--- src/hdl/rms_pkg.sv ---
// Shared types, constants and helpers for the robot mission sequencer
package rms_pkg;

   localparam int COUNT_BITS = 13;
   localparam int TICK_BITS  = 12;
   localparam int COORD_BITS = 16;
   localparam int CMP_BITS   = (COUNT_BITS > TICK_BITS + 1) ? COUNT_BITS : TICK_BITS + 1;
   localparam int CSR_IDX_BITS  = 3;
   localparam int CSR_DATA_BITS = 16;

   localparam logic [TICK_BITS-1:0]  OBST_WAIT_RST   = TICK_BITS'(30);
   localparam logic [TICK_BITS-1:0]  REPLAN_DLY_RST  = TICK_BITS'(5);
   localparam logic [TICK_BITS-1:0]  ARRIVE_WAIT_RST = TICK_BITS'(30);
   localparam logic [COUNT_BITS-1:0] CNT_MAX         = {COUNT_BITS{1'b1}};

   typedef enum logic [2:0] {
      EV_GOAL     = 3'd0,
      EV_OBSTACLE = 3'd1,
      EV_PATH     = 3'd2,
      EV_ARRIVED  = 3'd3,
      EV_TICK     = 3'd4
   } event_type;

   typedef enum logic [CSR_IDX_BITS-1:0] {
      CSR_OBST_WAIT   = 3'd0,
      CSR_REPLAN_DLY  = 3'd1,
      CSR_ARRIVE_WAIT = 3'd2,
      CSR_HOME_X      = 3'd3,
      CSR_HOME_Y      = 3'd4
   } csr_index_type;

   typedef enum logic [5:0] {
      ST_STANDBY   = 6'b000001,
      ST_DRIVING   = 6'b000010,
      ST_WAIT      = 6'b000100,
      ST_REPLAN    = 6'b001000,
      ST_ARRIVED   = 6'b010000,
      ST_RETURNING = 6'b100000
   } mission_state_type;

   localparam logic [2:0] CODE_STANDBY   = 3'd0;
   localparam logic [2:0] CODE_DRIVING   = 3'd1;
   localparam logic [2:0] CODE_WAIT      = 3'd2;
   localparam logic [2:0] CODE_REPLAN    = 3'd3;
   localparam logic [2:0] CODE_ARRIVED   = 3'd4;
   localparam logic [2:0] CODE_RETURNING = 3'd5;

   typedef struct packed {
      logic [TICK_BITS-1:0]         obstacle_wait_ticks;
      logic [TICK_BITS-1:0]         replan_delay_ticks;
      logic [TICK_BITS-1:0]         arrived_wait_ticks;
      logic signed [COORD_BITS-1:0] home_x_mm;
      logic signed [COORD_BITS-1:0] home_y_mm;
   } cfg_type;

   typedef struct packed {
      logic [2:0]                   state_code;
      logic [2:0]                   mode_code;
      logic                         mode_changed;
      logic                         home_goal;
      logic signed [COORD_BITS-1:0] goal_x;
      logic signed [COORD_BITS-1:0] goal_y;
   } rsp_type;

   function automatic logic [2:0] state_code(input mission_state_type st);
      logic [2:0] code;
      code = CODE_STANDBY;
      unique case (st)
         ST_STANDBY:   code = CODE_STANDBY;
         ST_DRIVING:   code = CODE_DRIVING;
         ST_WAIT:      code = CODE_WAIT;
         ST_REPLAN:    code = CODE_REPLAN;
         ST_ARRIVED:   code = CODE_ARRIVED;
         ST_RETURNING: code = CODE_RETURNING;
         default:      code = CODE_STANDBY;
      endcase
      return code;
   endfunction

endpackage

--- src/hdl/robot_mission_sequencer.sv ---
// Top level of the robot mission sequencer: input register, state machine, result register
// A request is captured in the input register; its result is offered from the result register.
// Throughput: one event per cycle while results are taken; the input and result registers advance together
// whenever the result register is empty or being taken.
// Reset (synchronous, active high): standby, no goal, obstacle level low, counter zero,
// configuration back to its defaults, both pipeline registers empty.
module robot_mission_sequencer (
   input  logic                                      clock,
   input  logic                                      reset,
   input  logic                                      req_valid,
   output logic                                      req_ready,
   input  logic [2:0]                                req_func,
   input  logic                                      req_flag,
   output logic                                      rsp_valid,
   input  logic                                      rsp_ready,
   output logic [2:0]                                rsp_state_code,
   output logic [2:0]                                rsp_mode_code,
   output logic                                      rsp_mode_changed,
   output logic                                      rsp_home_goal,
   output logic signed [rms_pkg::COORD_BITS-1:0]     rsp_goal_x,
   output logic signed [rms_pkg::COORD_BITS-1:0]     rsp_goal_y,
   input  logic                                      csr_wr_en,
   input  logic [rms_pkg::CSR_IDX_BITS-1:0]          csr_index,
   input  logic [rms_pkg::CSR_DATA_BITS-1:0]         csr_wdata
);
   import rms_pkg::*;

   cfg_type    cfg;
   rsp_type    step_rsp;
   rsp_type    rsp_ff;
   logic       out_vld_ff, out_vld_in;
   logic       in_vld_ff, in_vld_in;
   logic [2:0] func_ff;
   logic       flag_ff;
   logic       advance;
   logic       req_xfer;

   assign advance    = in_vld_ff && (!out_vld_ff || rsp_ready);
   assign req_ready  = !in_vld_ff || advance;
   assign req_xfer   = req_valid && req_ready;
   assign in_vld_in  = req_xfer || (in_vld_ff && !advance);
   assign out_vld_in = advance || (out_vld_ff && !rsp_ready);

   rms_csr u_csr (
      .clock     (clock),
      .reset     (reset),
      .csr_wr_en (csr_wr_en),
      .csr_index (csr_index),
      .csr_wdata (csr_wdata),
      .cfg       (cfg)
   );

   rms_fsm u_fsm (
      .clock   (clock),
      .reset   (reset),
      .step_en (advance),
      .ev_func (func_ff),
      .ev_flag (flag_ff),
      .cfg     (cfg),
      .rsp     (step_rsp)
   );

   always_ff @(posedge clock) begin
      if (reset) begin
         in_vld_ff  <= 1'b0;
         out_vld_ff <= 1'b0;
      end else begin
         in_vld_ff  <= in_vld_in;
         out_vld_ff <= out_vld_in;
      end
   end

   always_ff @(posedge clock) begin
      if (req_xfer) begin
         func_ff <= req_func;
         flag_ff <= req_flag;
      end
      if (advance) begin
         rsp_ff <= step_rsp;
      end
   end

   assign rsp_valid        = out_vld_ff;
   assign rsp_state_code   = rsp_ff.state_code;
   assign rsp_mode_code    = rsp_ff.mode_code;
   assign rsp_mode_changed = rsp_ff.mode_changed;
   assign rsp_home_goal    = rsp_ff.home_goal;
   assign rsp_goal_x       = rsp_ff.goal_x;
   assign rsp_goal_y       = rsp_ff.goal_y;

endmodule

--- src/hdl/rms_csr.sv ---
// Configuration registers of the mission sequencer
module rms_csr (
   input  logic                              clock,
   input  logic                              reset,
   input  logic                              csr_wr_en,
   input  logic [rms_pkg::CSR_IDX_BITS-1:0]  csr_index,
   input  logic [rms_pkg::CSR_DATA_BITS-1:0] csr_wdata,
   output rms_pkg::cfg_type                  cfg
);
   import rms_pkg::*;

   cfg_type cfg_ff;
   cfg_type cfg_in;

   always_comb begin
      cfg_in = cfg_ff;
      if (csr_wr_en) begin
         unique case (csr_index)
            CSR_OBST_WAIT:   cfg_in.obstacle_wait_ticks = csr_wdata[TICK_BITS-1:0];
            CSR_REPLAN_DLY:  cfg_in.replan_delay_ticks  = csr_wdata[TICK_BITS-1:0];
            CSR_ARRIVE_WAIT: cfg_in.arrived_wait_ticks  = csr_wdata[TICK_BITS-1:0];
            CSR_HOME_X:      cfg_in.home_x_mm           = csr_wdata[COORD_BITS-1:0];
            CSR_HOME_Y:      cfg_in.home_y_mm           = csr_wdata[COORD_BITS-1:0];
            default:         cfg_in = cfg_ff;
         endcase
      end
   end

   always_ff @(posedge clock) begin
      if (reset) begin
         cfg_ff.obstacle_wait_ticks <= OBST_WAIT_RST;
         cfg_ff.replan_delay_ticks  <= REPLAN_DLY_RST;
         cfg_ff.arrived_wait_ticks  <= ARRIVE_WAIT_RST;
         cfg_ff.home_x_mm           <= '0;
         cfg_ff.home_y_mm           <= '0;
      end else begin
         cfg_ff <= cfg_in;
      end
   end

   assign cfg = cfg_ff;

endmodule

--- src/hdl/rms_fsm.sv ---
// Mission state machine, tick counter and per-event result logic
module rms_fsm (
   input  logic             clock,
   input  logic             reset,
   input  logic             step_en,
   input  logic [2:0]       ev_func,
   input  logic             ev_flag,
   input  rms_pkg::cfg_type cfg,
   output rms_pkg::rsp_type rsp
);
   import rms_pkg::*;

   mission_state_type      state_ff, state_in;
   logic                   obst_ff, obst_in;
   logic                   goal_ff, goal_in;
   logic                   saved_ff, saved_in;
   logic [COUNT_BITS-1:0]  cnt_ff, cnt_in;
   logic [COUNT_BITS-1:0]  cnt_inc;
   logic [TICK_BITS:0]     replan_limit;
   logic                   moving;
   logic                   home;
   logic [2:0]             code;

   assign moving       = (state_ff == ST_DRIVING) || (state_ff == ST_RETURNING);
   assign cnt_inc      = (cnt_ff == CNT_MAX) ? cnt_ff : cnt_ff + COUNT_BITS'(1);
   assign replan_limit = {1'b0, cfg.obstacle_wait_ticks} + {1'b0, cfg.replan_delay_ticks};

   always_comb begin
      state_in = state_ff;
      obst_in  = obst_ff;
      goal_in  = goal_ff;
      saved_in = saved_ff;
      cnt_in   = cnt_ff;
      home     = 1'b0;
      case (ev_func)
         EV_GOAL: begin
            goal_in = 1'b1;
            if ((state_ff == ST_STANDBY) || (state_ff == ST_ARRIVED)) begin
               state_in = ST_DRIVING;
            end
         end
         EV_OBSTACLE: begin
            obst_in = ev_flag;
            if (!obst_ff && ev_flag) begin
               if (moving) begin
                  saved_in = (state_ff == ST_RETURNING);
                  cnt_in   = '0;
                  state_in = ST_WAIT;
               end
            end else if (obst_ff && !ev_flag && (state_ff == ST_WAIT)) begin
               state_in = ST_REPLAN;
            end
         end
         EV_PATH: begin
            if (moving && ev_flag && goal_ff) begin
               goal_in  = 1'b0;
               state_in = ST_STANDBY;
            end
         end
         EV_ARRIVED: begin
            if (ev_flag && (state_ff == ST_DRIVING)) begin
               cnt_in   = '0;
               state_in = ST_ARRIVED;
            end else if (ev_flag && (state_ff == ST_RETURNING)) begin
               goal_in  = 1'b0;
               state_in = ST_STANDBY;
            end
         end
         EV_TICK: begin
            cnt_in = cnt_inc;
            if (state_ff == ST_REPLAN) begin
               if (CMP_BITS'(cnt_inc) >= CMP_BITS'(replan_limit)) begin
                  state_in = saved_ff ? ST_RETURNING : ST_DRIVING;
               end
            end else if (state_ff == ST_ARRIVED) begin
               if (CMP_BITS'(cnt_inc) > CMP_BITS'(cfg.arrived_wait_ticks)) begin
                  home     = 1'b1;
                  state_in = ST_RETURNING;
               end
            end
         end
         default: ;
      endcase
   end

   assign code = state_code(state_in);

   always_comb begin
      rsp.state_code   = code;
      rsp.mode_code    = (state_in == ST_REPLAN) ?
                         (saved_in ? CODE_RETURNING : CODE_DRIVING) : code;
      rsp.mode_changed = (state_in != state_ff);
      rsp.home_goal    = home;
      rsp.goal_x       = home ? cfg.home_x_mm : '0;
      rsp.goal_y       = home ? cfg.home_y_mm : '0;
   end

   always_ff @(posedge clock) begin
      if (reset) begin
         state_ff <= ST_STANDBY;
         obst_ff  <= 1'b0;
         goal_ff  <= 1'b0;
         saved_ff <= 1'b0;
         cnt_ff   <= '0;
      end else if (step_en) begin
         state_ff <= state_in;
         obst_ff  <= obst_in;
         goal_ff  <= goal_in;
         saved_ff <= saved_in;
         cnt_ff   <= cnt_in;
      end
   end

endmodule

--- config.mk ---
export PLATFORM = sky130hd
export DESIGN_NAME = robot_mission_sequencer
export DESIGN_NICKNAME = d
export VERILOG_FILES = /design/src/hdl/rms_pkg.sv /design/src/hdl/robot_mission_sequencer.sv /design/src/hdl/rms_csr.sv /design/src/hdl/rms_fsm.sv
export SDC_FILE = /design/constraint.sdc
export NUM_CORES = 1
export LEC_CHECK = 0
export ABC_AREA = 1
export BUFFER_PORTS_ARGS = -buffer_cell sky130_fd_sc_hd__buf_2
export CAP_MARGIN = 20
export CORE_UTILIZATION = 40
export CTS_CLUSTER_SIZE = 25
export DETAILED_ROUTE_END_ITERATION = 10
export GPL_ROUTABILITY_DRIVEN = 0
export GPL_TIMING_DRIVEN = 0
export SLEW_MARGIN = 10
export SYNTH_ARGS = -nofsm -noshare
export SYNTH_HDL_FRONTEND = slang
export SYNTH_SLANG_ARGS = --single-unit
--- constraint.sdc ---
create_clock -name clock -period 7.75 [get_ports clock]
set_input_delay 0.775 -clock clock [delete_from_list [all_inputs] [get_ports clock]]
set_output_delay 0.775 -clock clock [all_outputs]
set_load 0.05 [all_outputs]
=== Word-level counts from Yosys, hierarchy flattened ===
Index checks and enable logic that the tools add are counted.

* Logic and storage cells: 118
* Bits of input ports: 28
* Output and inout bits: 42
* Register bits after elaboration: 136

* Reduce and logical (&&, ||, !) cells: 35
* Add/subtract/negate cells: 2
* Equal/unequal tests: 27
* Mux-type cells: 32
* Magnitude comparators: 2

{| class="wikitable"
|+ Operators by type and width
! operator !! number
|-
| $mux 6 || 12
|-
| $mux 13 || 4
|-
| $pmux 13 s3 || 1
|-
| $pmux 6 s5 || 1
|-
| $pmux 3 s5 || 1
|-
| $add 12x12->13 || 1
|-
| $add 13x1->13 const B || 1
|-
| $eq 13x13->1 const B || 1
|-
| $ge 13x13->1 || 1
|-
| $gt 13x12->1 || 1
|-
| $eq 3x2->1 const B || 4
|-
| $eq 6x2->1 const B || 2
|-
| $eq 6x3->1 const B || 2
|-
| $eq 6x4->1 const B || 2
|-
| $eq 6x5->1 const B || 2
|-
| $eq 6x6->1 const B || 2
|-
| $reduce_and 2->1 || 6
|-
| $logic_and 1x1->1 || 11
|-
| $mux 1 || 10
|-
| $ne 2x1->1 const B || 5
|-
| $reduce_and 5->1 || 2
|-
| $eq 3x1->1 const B || 2
|-
| $eq 3x3->1 const B || 2
|-
| $eq 6x1->1 const B || 1
|-
| other kinds (8) || 21
|}

=== Logic depth before layout (Yosys ltp) ===
Gate-level depths: netlist (run 1).

* Depth in word-level cells: 10
* Depth in mapped cells: 27
* Mapped depth without buffers: 27

=== Hierarchy ===
A second synthesis (run 1) with hierarchy kept.

* Cell total of the unflattened synthesis: 1012
* Area total of the unflattened synthesis: 7508.5 um2

{| class="wikitable"
|+ By module, submodules not included
! module !! cells each !! sequential area each (um2) !! times used !! area each (um2)
|-
| rms_fsm || 564 || 440.4 || 1 || 3378.2
|-
| rms_csr || 392 || 1361.3 || 1 || 2717.6
|-
| robot_mission_sequencer || 56 || 1361.3 || 1 || 1412.6
|}

=== Least setup slack after synthesis (run 1) ===
OpenSTA, ideal clock, no wires.

* Path kind: register -> register
* From: register u_csr.cfg_ff (netlist bit u_csr.cfg[44])
* To: register rsp_ff (netlist bit rsp_mode_code[0]) (data pin)
* Period minus slack after synthesis: 3.365 ns
* Required time: 7.491 ns
* Setup time: 0.259 ns
* Path buffers: 0
* Cell stages (with the launch flop): 27
* Path slack: 4.385 ns
* Data arrival time: 3.106 ns
* Path through: dfxtp_1 -> ha_1 -> inv_1 -> fa_1 -> inv_1 -> a31oi_1 -> o31ai_1 -> nand3_1 -> nand2_1 -> a21o_1 -> a21oi_1 -> ha_1 -> nand2_1 -> nor2_1 -> inv_1 -> nor2_1 -> nand2_1 -> nand3_1 -> nand2_1 -> nand2_1 -> nand2_1 -> nand3_1 -> nand3_4 -> nand2_1 -> inv_1 -> nand2_1 -> nand3_1

* Cells in the longest elaborated chain, start to end: 8
* Elaborated cells between the ends (all ways): 12
* Classes of those cells: 1 x add/sub; 1 x order compare; 5 x eq/ne; 5 x mux

{| class="wikitable"
|+ RTL lines
! element !! RTL line !! RTL
|-
| start, declared || rms_csr.sv:12 || <nowiki>cfg_type cfg_ff;</nowiki>
|-
| start signal, assigned || rms_csr.sv:37 || <nowiki>cfg_ff <= cfg_in;</nowiki>
|-
| $add 12x12->13 (*) || rms_fsm.sv:26 || <nowiki>assign replan_limit = {1'b0, cfg.obstacle_wait_ticks} + {1'b0, cfg.replan_delay_ticks};</nowiki>
|-
| $ge 13x13->1 (*) || rms_fsm.sv:72 || <nowiki>if (CMP_BITS'(cnt_inc) >= CMP_BITS'(replan_limit)) begin</nowiki>
|-
| $mux 6 (*) || rms_fsm.sv:72 ||
|-
| $mux 6 (*) || rms_fsm.sv:71 || <nowiki>if (state_ff == ST_REPLAN) begin</nowiki>
|-
| $pmux 6 s5 (*) || rms_fsm.sv:35 || <nowiki>case (ev_func)</nowiki>
|-
| $eq 6x6->1 (tied with other cells) || rms_pkg.sv:68 || <nowiki>unique case (st)</nowiki>
|-
| $pmux 3 s5 || rms_pkg.sv:68 ||
|-
| $mux 3 (*) || rms_fsm.sv:90 || <nowiki>rsp.mode_code = (state_in == ST_REPLAN) ?</nowiki>
|-
| end signal, assigned || robot_mission_sequencer.sv:79 || <nowiki>rsp_ff <= step_rsp;</nowiki>
|-
| end, declared || robot_mission_sequencer.sv:30 || <nowiki>rsp_type rsp_ff;</nowiki>
|}

Every way passes the cells marked *; elsewhere a longest branch is shown, timed or not.
A chain may end at the register's enable or synchronous reset.

=== Worst setup path after layout (run 1) ===
* From: register u_csr.cfg_ff (netlist bit u_csr.cfg[56])
* To: register rsp_ff (netlist bit rsp_mode_code[0]) (data pin)

Same word-level chain as after synthesis.

==> results of run 1 <==
## metal layers
metal	vias to the layer above	global-route usage [%]
li1	3064	-
met2	125	32.4
met5	-	0
met3	22	4.12
met1	2632	25.4
met4	0	5.37
## per-stage QoR
step                      std cells  hold WS, ns  total power, mW  setup slack (ns)  utilization [%]
after global placement         1161        0.442            0.987              3.82             45.2
after global routing           1194        0.475             1.84              3.47             48.8
final                          1194        0.453             1.77              3.81             48.8
after floorplan                 872        0.430            0.932              4.39                -
after detailed placement       1162        0.445            0.990              3.83             45.4
after CTS                      1194        0.455             1.78              3.80             48.8
## cell families after synthesis
logic type | count (synthesis)
flops | 136
fa+ha+maj | 39
buf+inv | 144
xor+xnor | 18
simple gates | 349
compound gates | 186
## path summary, 6_finish.rpt
path                       from  cells after the start               end  slack [ns]
hold reg to reg    u_csr.cfg[3]                      2      u_csr.cfg[3]        0.45
setup / recovery  u_csr.cfg[56]                     26  rsp_mode_code[0]        3.81
hold / removal     u_csr.cfg[3]                      2      u_csr.cfg[3]        0.45
setup reg to reg  u_csr.cfg[56]                     26  rsp_mode_code[0]        3.81
## synthesized netlist by cell type, drive strengths merged, types with 2 or more instances
| cell | n |
|---|---|
| nand2 | 148 |
| or2 | 2 |
| o21a | 2 |
| o21bai | 3 |
| buf | 5 |
| a21oi | 89 |
| xnor2 | 4 |
| clkbuf | 21 |
| dfxtp | 92 |
| nand4 | 15 |
| o31ai | 2 |
| ha | 38 |
| inv | 117 |
| o211ai | 6 |
| nand3 | 46 |
| xor2 | 14 |
| nor3 | 9 |
| edfxtp | 44 |
| o21ai | 78 |
| nor2 | 126 |
## power by group through the flow
| stage | logic (mW) | clock network (mW) | registers, mW |
|---|---|---|---|
| after global placement | 0.198 | 0 | 0.790 |
| after detailed placement | 0.201 | 0 | 0.789 |
| final | 0.201 | 0.790 | 0.774 |
| after floorplan | 0.117 | 0 | 0.815 |
| after global routing | 0.224 | 0.838 | 0.776 |
| after CTS | 0.202 | 0.802 | 0.774 |
## cell type report
| class | count | area [µm²] |
|---|---|---|
| multi-input cells | 592 | 3270 |
| inverters | 118 | 445 |
| fillers | 1700 | 8610 |
| repair buffers | 70 | 365 |
| well taps | 220 | 275 |
| clock inverters | 13 | 136 |
| plain buffers | 26 | 111 |
| clock buffers | 19 | 443 |
| flip-flops and latches | 136 | 3160 |
## state kept, by name, indices dropped and copies added (netlist names)
signal	count
u_fsm.saved_ff	1
u_fsm.goal_ff	1
rsp_valid	1
rsp_goal_x	16
rsp_goal_y	16
in_vld_ff	1
u_fsm.cnt_ff	13
rsp_mode_code	3
rsp_state_code	3
u_fsm.obst_ff	1
func_ff	3
rsp_mode_changed	1
rsp_home_goal	1
u_fsm.state_ff	6
u_csr.cfg	68
flag_ff	1
## critical path, cell delays in order (launching register included)
cell,delay (ns)
dfxtp_1,0.36
ha_1,0.19
inv_1,0.06
fa_1,0.40
inv_1,0.07
a31oi_1,0.15
o31ai_1,0.36
nand3_1,0.11
nand2_1,0.12
a21o_1,0.11
a21oi_1,0.08
ha_1,0.32
nand2_1,0.07
nor2_1,0.14
inv_1,0.05
nor2_1,0.14
nand2_1,0.10
nand3_1,0.12
nand2_1,0.08
nand2_1,0.06
nand2_1,0.05
nand3_1,0.14
nand3_4,0.13
nand2_1,0.08
inv_1,0.04
nand2_1,0.07
nand3_1,0.07
==> results.json, run 1 <==
{
  "synth_top_area_cell": "dfxtp_1",
  "synth_edf_count": 44,
  "min_period_ns": 3.94,
  "grt_pass1_vias": 5556,
  "grt_max_degree": 37,
  "yosys.area.top_type_share_pct": 26.4,
  "grt_pass1_wl_mm": 27.3,
  "drv_cap": 0,
  "crit_type": "reg -> reg",
  "switching_share_pct": 27.5,
  "cts_resized": 0,
  "synth-seq-area-share_pct": 45.3,
  "placed_area_um2": 7630,
  "synthCells": 872,
  "period_share_pct": 50.9,
  "antenna_cells": 0,
  "start_util_pct": 41.5,
  "power_frac_comb_pct": 11.4,
  "avgViaCountPerCell": 4.89,
  "power_switching_mw": 0.485,
  "setup_viol_count_final": 0,
  "cp-start-kind": "flop",
  "wl_met2_mm": 7.55,
  "slew_headroom_pct": 59.0,
  "met1_length_mm": 7.88,
  "track_usage_pct": 19.4,
  "overflow": 0,
  "status": "finished clean",
  "pwr-share-seq_pct": 43.8,
  "power_density_nw_per_um2": 215,
  "htree_levels": 4,
  "coreArea_um2": 16800,
  "peakVddDrop_mv": 0.141,
  "post_drt_wl_per_cell_um": 13.7,
  "ys.warnings.count": 0,
  "routed_wl_mm": 16.4,
  "top_layer": "met4",
  "final_antenna_net_count": 0,
  "num_rows": 47,
  "layout_common_cells": "136 x nand2_1, 113 x nor2_1, 103 x inv_1",
  "cts_buffers": 17,
  "synthFlopType": "dfxtp_1",
  "rsz0062_at_grt": "false",
  "synthXorXnorAreaFrac_pct": 2.26,
  "p_clk_share_pct": 44.8,
  "cp_data_arrival_time_ns": 4.11,
  "yosys-top-cells-area": "dfxtp_1 26%, edfxtp_1 19%, nand2_1 7.3%",
  "layout-drive-gt1-share_pct": 16.9,
  "post-dp-hpwl_mm": 12.5,
  "critPathMaxFanout": 4,
  "synth_cell_types": 47,
  "synth_fa_ha_area_share_pct": 7.09,
  "cp.required_ns": 7.92,
  "clock_latency_ns": 0.42,
  "holdBufCountCts": 0,
  "antenna_found_initial": 0,
  "syn_nets": 939,
  "tritoncts": "built",
  "p_leak_nw": 3.50,
  "async_flop_share_pct": 0,
  "portBuffers": 69,
  "final_nets": 1028,
  "fmax_mhz": 254,
  "syn2layout_area_growth_pct": 17.5,
  "met3WireLength_um": 769,
  "synthSimpleGateAreaFrac_pct": 23.3,
  "drtPass1Iterations": 5,
  "synth_compound_area_share_pct": 14.1,
  "drc": 0,
  "hold_path_class": "reg -> reg",
  "syn_area_um2": 6990,
  "die_w_um": 134,
  "slew_violations": 0,
  "fin_skew_ns": 0.00859,
  "hold_violations": 0,
  "design.die.area_um2": 18000,
  "cp-end-kind": "flop",
  "routed-via-count": 5843,
  "post-cts-setup-buffers": 0,
  "drtIter0Drc": 351,
  "synth_seq_cells": 136,
  "synth_mux_area_share_pct": 0,
  "cts_root_buf": "clkbuf_16",
  "clock_sinks": 136,
  "io_pins": 70,
  "path_clk_slew_ns": 0.06,
  "synth_top_family_by_area": "simple AND/OR/NAND/NOR gates",
  "design_area_um2": 8210,
  "fin_setup_tns_ns": 0,
  "tightest_slew_ns": 0.612,
  "die_y_um": 134,
  "layout_commonest_cell": "nand2_1",
  "cts.path.max_buffers": 2,
  "avgSynthCellArea_um2": 8.01,
  "internal-power_mw": 1.28
}
Power figures use the tool's default switching activity.
==> run 2: changes to the inputs <==
--- a/config.mk
+++ b/config.mk
@@ -5,7 +5,7 @@
 export SDC_FILE = /design/constraint.sdc
 export NUM_CORES = 1
 export LEC_CHECK = 0
-export ABC_AREA = 1
+export ABC_AREA = 0
 export BUFFER_PORTS_ARGS = -buffer_cell sky130_fd_sc_hd__buf_2
 export CAP_MARGIN = 20
 export CORE_UTILIZATION = 40
==> constraint.sdc (replaced) <==
create_clock -name clock -period 3.2 [get_ports clock]
set_input_delay 0.32 -clock clock [delete_from_list [all_inputs] [get_ports clock]]
set_output_delay 0.32 -clock clock [all_outputs]
set_load 0.05 [all_outputs]
==> results.json, run 2 <==
{
  "yosys-top-cells-area": "dfxtp_1 27%, edfxtp_1 19%, nand2_1 9.0%",
  "yosys-top-cells-count": "164 x nand2_1, 97 x a21oi_1, 92 x dfxtp_1, 50 x nor2_1, 44 x edfxtp_1",
  "min_period_ns": 4.31,
  "tightest_slew_ns": 0.748,
  "fill_cells": 1551,
  "fin_util_pct": 52.6,
  "design.die.area_um2": 17700,
  "power_density_nw_per_um2": 479,
  "placed_area_um2": 7630,
  "layout_common_cells": "164 x nand2_1, 90 x a21oi_1, 81 x dfxtp_1",
  "clock_latency_ns": 0.42,
  "antenna_found_initial": 0,
  "r2r-end": "rsp_mode_code[2]",
  "crit_type": "reg -> reg",
  "layout_commonest_cell": "nand2_1",
  "drtPass1Iterations": 5,
  "synthCells": 785,
  "tritoncts": "built",
  "cp_data_arrival_time_ns": 4.48,
  "overflow": 0,
  "largest_register_ffs": 68,
  "cp-start-kind": "flop",
  "routed_wl_mm": 18.2,
  "r2r-start": "u_csr.cfg[45]",
  "drtIter0Drc": 412,
  "cts_root_buf": "clkbuf_16",
  "htree_levels": 4,
  "rsz0062_at_grt": "true",
  "drv_cap": 0,
  "synth_top_area_cell": "dfxtp_1",
  "grt_max_degree": 28,
  "synth-seq-area-share_pct": 46.2,
  "avgSynthCellArea_um2": 8.73,
  "drc": 0,
  "portBuffers": 68,
  "critPathMaxFanout": 5,
  "r2r_cells": 20,
  "cp-end-kind": "flop",
  "post-dp-hpwl_mm": 12.7,
  "io_pins": 70,
  "design_area_um2": 8750,
  "crit_end": "rsp_mode_code[2]",
  "fmax_mhz": 232,
  "synthFlopType": "dfxtp_1",
  "failed_checks": "negative setup slack",
  "final_antenna_net_count": 0,
  "p_leak_nw": 3.40,
  "cts_buffers": 17,
  "period_share_pct": 135,
  "coreArea_um2": 16600,
  "r2r_slack_ns": -1.11,
  "grt_pass1_wl_mm": 28.2,
  "worstHoldStart": "req_func[1]",
  "async_flop_share_pct": 0,
  "hold_path_class": "in -> reg",
  "syn_nets": 852,
  "cts.path.max_buffers": 2,
  "cp.required_ns": 3.37,
  "routed-via-count": 5937,
  "syn2layout_area_growth_pct": 27.8,
  "place_ws_ns": -1.34,
  "antenna_cells": 0,
  "final_nets": 964,
  "syn_area_um2": 6850,
  "ys.warnings.count": 0,
  "setup_viol_count_final": 44,
  "die_w_um": 133,
  "holdBufCountCts": 0,
  "die_y_um": 133,
  "synth_cell_types": 66,
  "synth_edf_count": 44,
  "avgViaCountPerCell": 5.25,
  "critPathLaunch": "u_csr.cfg[45]",
  "grt_pass1_vias": 5512,
  "start_util_pct": 41.2,
  "num_rows": 47,
  "yosys.area.top_type_share_pct": 26.9,
  "clock_sinks": 136,
  "peakVddDrop_mv": 0.388,
  "yosysMostFrequentCell": "nand2_1",
  "synth_seq_cells": 136,
  "fin_skew_ns": 0.00727,
  "total_power_mw": 4.19,
  "slew_headroom_pct": 50.1,
  "layout-drive-gt1-share_pct": 23.7,
  "layout_setup_ws_ns": -1.11,
  "post_drt_wl_per_cell_um": 16.1,
  "path_clk_slew_ns": 0.06,
  "track_usage_pct": 20.7,
  "status": "complete, but fails checks",
  "slew_violations": 0,
  "hold_violations": 0
}
[run 2: worst min-delay path by stage]
stage	endpoint	slack [ns]	depth (start not counted)
after CTS	func_ff[1]	0.06	1
after global routing	func_ff[2]	0.07	1
final	func_ff[1]	0.07	1
after detailed placement	u_csr.cfg[13]	0.44	2
after global placement	u_csr.cfg[13]	0.44	2
after floorplan	flag_ff	0.42	0
[run 2: routing by layer]
metal | global-route usage (%) | part of all wire, % | up-vias
li1 | - | - | 2955
met5 | 0 | 0 | -
met3 | 3.68 | 4.6 | 20
met2 | 34.2 | 47 | 165
met4 | 6.26 | 1.3 | 0
met1 | 27.4 | 47 | 2797
[run 2: where the power goes]
group / total (mW) / internal, mW / switching [mW]
Clock: 1.97 / 1.17 / 0.808
Sequential: 1.84 / 1.82 / 0.0191
Combinational: 0.380 / 0.116 / 0.265
[run 2: critical path, cell delays in order, from the launching register on]
cell      delay (ns)
dfxtp_2         0.37
ha_4            0.20
a21o_1          0.18
a21oi_2         0.14
nand2b_4        0.14
a21oi_2         0.06
o21ai_1         0.17
nand2_1         0.11
a41o_1          0.22
o41ai_2         0.26
xor2_1          0.13
ha_1            0.30
nand4_1         0.15
nor4_2          0.34
a21oi_1         0.13
a31o_4          0.31
o221a_4         0.26
a21o_4          0.21
buf_4           0.15
nand4b_1        0.15
o32ai_2         0.09
[run 2: final cells by class]
type,count,area [µm²],share of cell area [%]
buffer,40,206,2.36
clock buffer,18,429,4.90
clock inverter,14,160,1.83
inverter,25,93.8,1.07
multi-input combinational,583,3820,43.7
sequential,136,3180,36.3
tap,220,275,3.14
timing repair buffer,94,583,6.66
[run 2: per-stage QoR]
stage / hold WS (ns) / TNS (ns) / instances
2_1_floorplan: 0.419 / -11.73 / 785
3_3_place_gp: 0.439 / -46.58 / 1073
3_5_place_dp: 0.442 / -43.00 / 1074
4_1_cts: 0.0647 / -27.02 / 1119
5_1_grt: 0.0691 / -35.48 / 1130
6_report: 0.0736 / -29.59 / 1130
[run 2: cells by family after synthesis]
group,count (synthesis),synth area share (%)
buffers and inverters,66,3.76
multiplexers,1,0.164
adder cells (fa/ha/maj),39,7.23
AND/OR/NAND/NOR,351,24.7
flip-flops,136,46.2
XOR/XNOR,21,2.68
AO/OA/AOI/OAI,171,15.3
[run 2: repair_timing]
| item | in CTS | in global routing |
|---|---|---|
| pin swaps | 22 | 26 |
| gates resized for setup | 28 | 47 |
| cloned | 0 | 1 |
| setup buffers | 13 | 12 |
| setup endpoints to repair | 44 | 44 |
==> run 3: changes to the inputs <==
--- a/config.mk
+++ b/config.mk
@@ -8,11 +8,12 @@
 export ABC_AREA = 0
 export BUFFER_PORTS_ARGS = -buffer_cell sky130_fd_sc_hd__buf_2
 export CAP_MARGIN = 20
-export CORE_UTILIZATION = 40
+export CORE_UTILIZATION = 50
 export CTS_CLUSTER_SIZE = 25
 export DETAILED_ROUTE_END_ITERATION = 10
 export GPL_ROUTABILITY_DRIVEN = 0
 export GPL_TIMING_DRIVEN = 0
+export PLACE_DENSITY = 0.72
 export SLEW_MARGIN = 10
 export SYNTH_ARGS = -nofsm -noshare
 export SYNTH_HDL_FRONTEND = slang
==> results.json, run 3 (same netlist as run 2, synthesis figures left out) <==
{
  "status": "complete, but fails checks",
  "failed_checks": "negative setup slack",
  "io_pins": 70,
  "cp-end-kind": "flop",
  "r2r-start": "u_csr.cfg[44]",
  "cp.required_ns": 3.36,
  "power_density_nw_per_um2": 485,
  "cp-start-kind": "flop",
  "fmax_mhz": 233,
  "rsz0062_at_grt": "true",
  "track_usage_pct": 27.1,
  "peakVddDrop_mv": 0.351,
  "post-dp-hpwl_mm": 12.2,
  "overflow": 0,
  "path_clk_slew_ns": 0.06,
  "slew_violations": 0,
  "cp_data_arrival_time_ns": 4.46,
  "layout-drive-gt1-share_pct": 28.6,
  "antenna_cells": 0,
  "coreArea_um2": 13300,
  "die_y_um": 119,
  "p_leak_nw": 3.59,
  "drtIter0Drc": 558,
  "fill_cells": 1019,
  "fin_skew_ns": 0.00576,
  "drc": 0,
  "grt_max_degree": 34,
  "clock_sinks": 136,
  "portBuffers": 68,
  "final_nets": 984,
  "cts.path.max_buffers": 2,
  "slew_headroom_pct": 45.8,
  "clock_latency_ns": 0.42,
  "worstHoldStart": "req_func[1]",
  "crit_type": "reg -> reg",
  "post_drt_wl_per_cell_um": 17.5,
  "hold_path_class": "in -> reg",
  "cts_buffers": 17,
  "syn2layout_area_growth_pct": 32.1,
  "grt_pass1_wl_mm": 29.6,
  "tightest_slew_ns": 0.812,
  "drtPass1Iterations": 8,
  "antenna_found_initial": 0,
  "hold_violations": 0,
  "period_share_pct": 134,
  "largest_register_ffs": 68,
  "cts_root_buf": "clkbuf_16",
  "regArea_um2": 3180,
  "layout_common_cells": "162 x nand2_1, 89 x a21oi_1, 83 x dfxtp_1",
  "die_w_um": 119,
  "drv_cap": 0,
  "design.die.area_um2": 14200,
  "layout_setup_ws_ns": -1.09,
  "routed-via-count": 6329,
  "final_antenna_net_count": 0,
  "fin_util_pct": 68.1,
  "num_rows": 42,
  "routed_wl_mm": 19.3,
  "holdBufCountCts": 0,
  "critPathLaunch": "u_csr.cfg[44]",
  "layout_commonest_cell": "nand2_1",
  "min_period_ns": 4.29,
  "setup_viol_count_final": 44,
  "htree_levels": 4,
  "critPathMaxFanout": 4,
  "multi_input_area_um2": 3940,
  "start_util_pct": 51.5,
  "grt_pass1_vias": 5950,
  "tritoncts": "built",
  "total_power_mw": 4.39,
  "avgViaCountPerCell": 5.72
}
-- run 3: cell count changes in the layout (fill, tap and decap cells not counted), moves of 3 or more --
cell	delta
and2_1	-29
dfxtp_2	-3
buf_4	+17
and2_4	+29
-- run 3: path summary, 6_finish.rpt --
kind	to	slack [ns]	depth (start not counted)
hold / removal	func_ff[1]	0.07	1
setup / recovery	rsp_mode_code[2]	-1.09	22
setup reg to reg	rsp_mode_code[2]	-1.09	22
hold reg to reg	u_csr.cfg[16]	0.46	2
-- run 3: layout make-up --
| cell class | instances | area share [%] |
|---|---|---|
| clock inverters | 12 | 2.07 |
| clock buffers | 20 | 5.06 |
| plain buffers | 39 | 2.16 |
| inverters | 25 | 1.04 |
| flip-flops and latches | 136 | 35.2 |
| well taps | 176 | 2.43 |
| repair buffers | 115 | 8.60 |
| multi-input cells | 583 | 43.5 |
-- run 3: worst max-delay path, stage by stage, from the launching register on --
cell	delay, ns
dfxtp_2	0.36
ha_4	0.15
inv_2	0.04
fa_2	0.34
nor2b_2	0.14
o21ai_2	0.08
a21oi_2	0.23
o21ai_2	0.10
a21oi_2	0.18
o21ai_2	0.09
a21oi_2	0.19
nor2_1	0.07
xor2_1	0.15
ha_1	0.29
nand4_1	0.11
nor4_1	0.28
a21oi_1	0.12
a31o_4	0.27
o221a_4	0.22
a21o_4	0.22
buf_6	0.13
nand4b_1	0.16
o32ai_2	0.11
-- run 3: where the power goes --
part	internal, mW	total, mW	switching, mW
Sequential	1.82	1.84	0.0199
Clock	1.36	2.15	0.784
Combinational	0.124	0.399	0.275
-- run 3: per-layer routing --
layer | GRT usage (%) | wire length, µm | vias to the layer above | share of wire, %
met5 | 0 | 0 | - | 0
met4 | 11.6 | 693 | 0 | 3.6
met3 | 5.80 | 1400 | 59 | 7.3
met2 | 46.3 | 9420 | 289 | 49
met1 | 32.7 | 7800 | 2990 | 40
li1 | - | - | 2991 | -
-- run 3: through the flow --
stage          TNS, ns  setup WS, ns  instance area, µm²  hold WS, ns  instances
2_1_floorplan   -11.73        -0.656                6980        0.419        785
3_3_place_gp    -39.88         -1.20                7540        0.439       1029
3_5_place_dp    -37.83         -1.19                7570        0.443       1030
4_1_cts         -20.50         -1.01                8690       0.0610       1094
5_1_grt         -31.35         -1.28                9050       0.0633       1106
6_report        -24.99         -1.09                9050       0.0716       1106
-- run 3: repair_timing --
action	4_1_cts	5_1_grt
gates resized for setup	48	65
pin swaps	29	35
cloned	2	1
buffers inserted	32	15
setup endpoints to repair	44	44
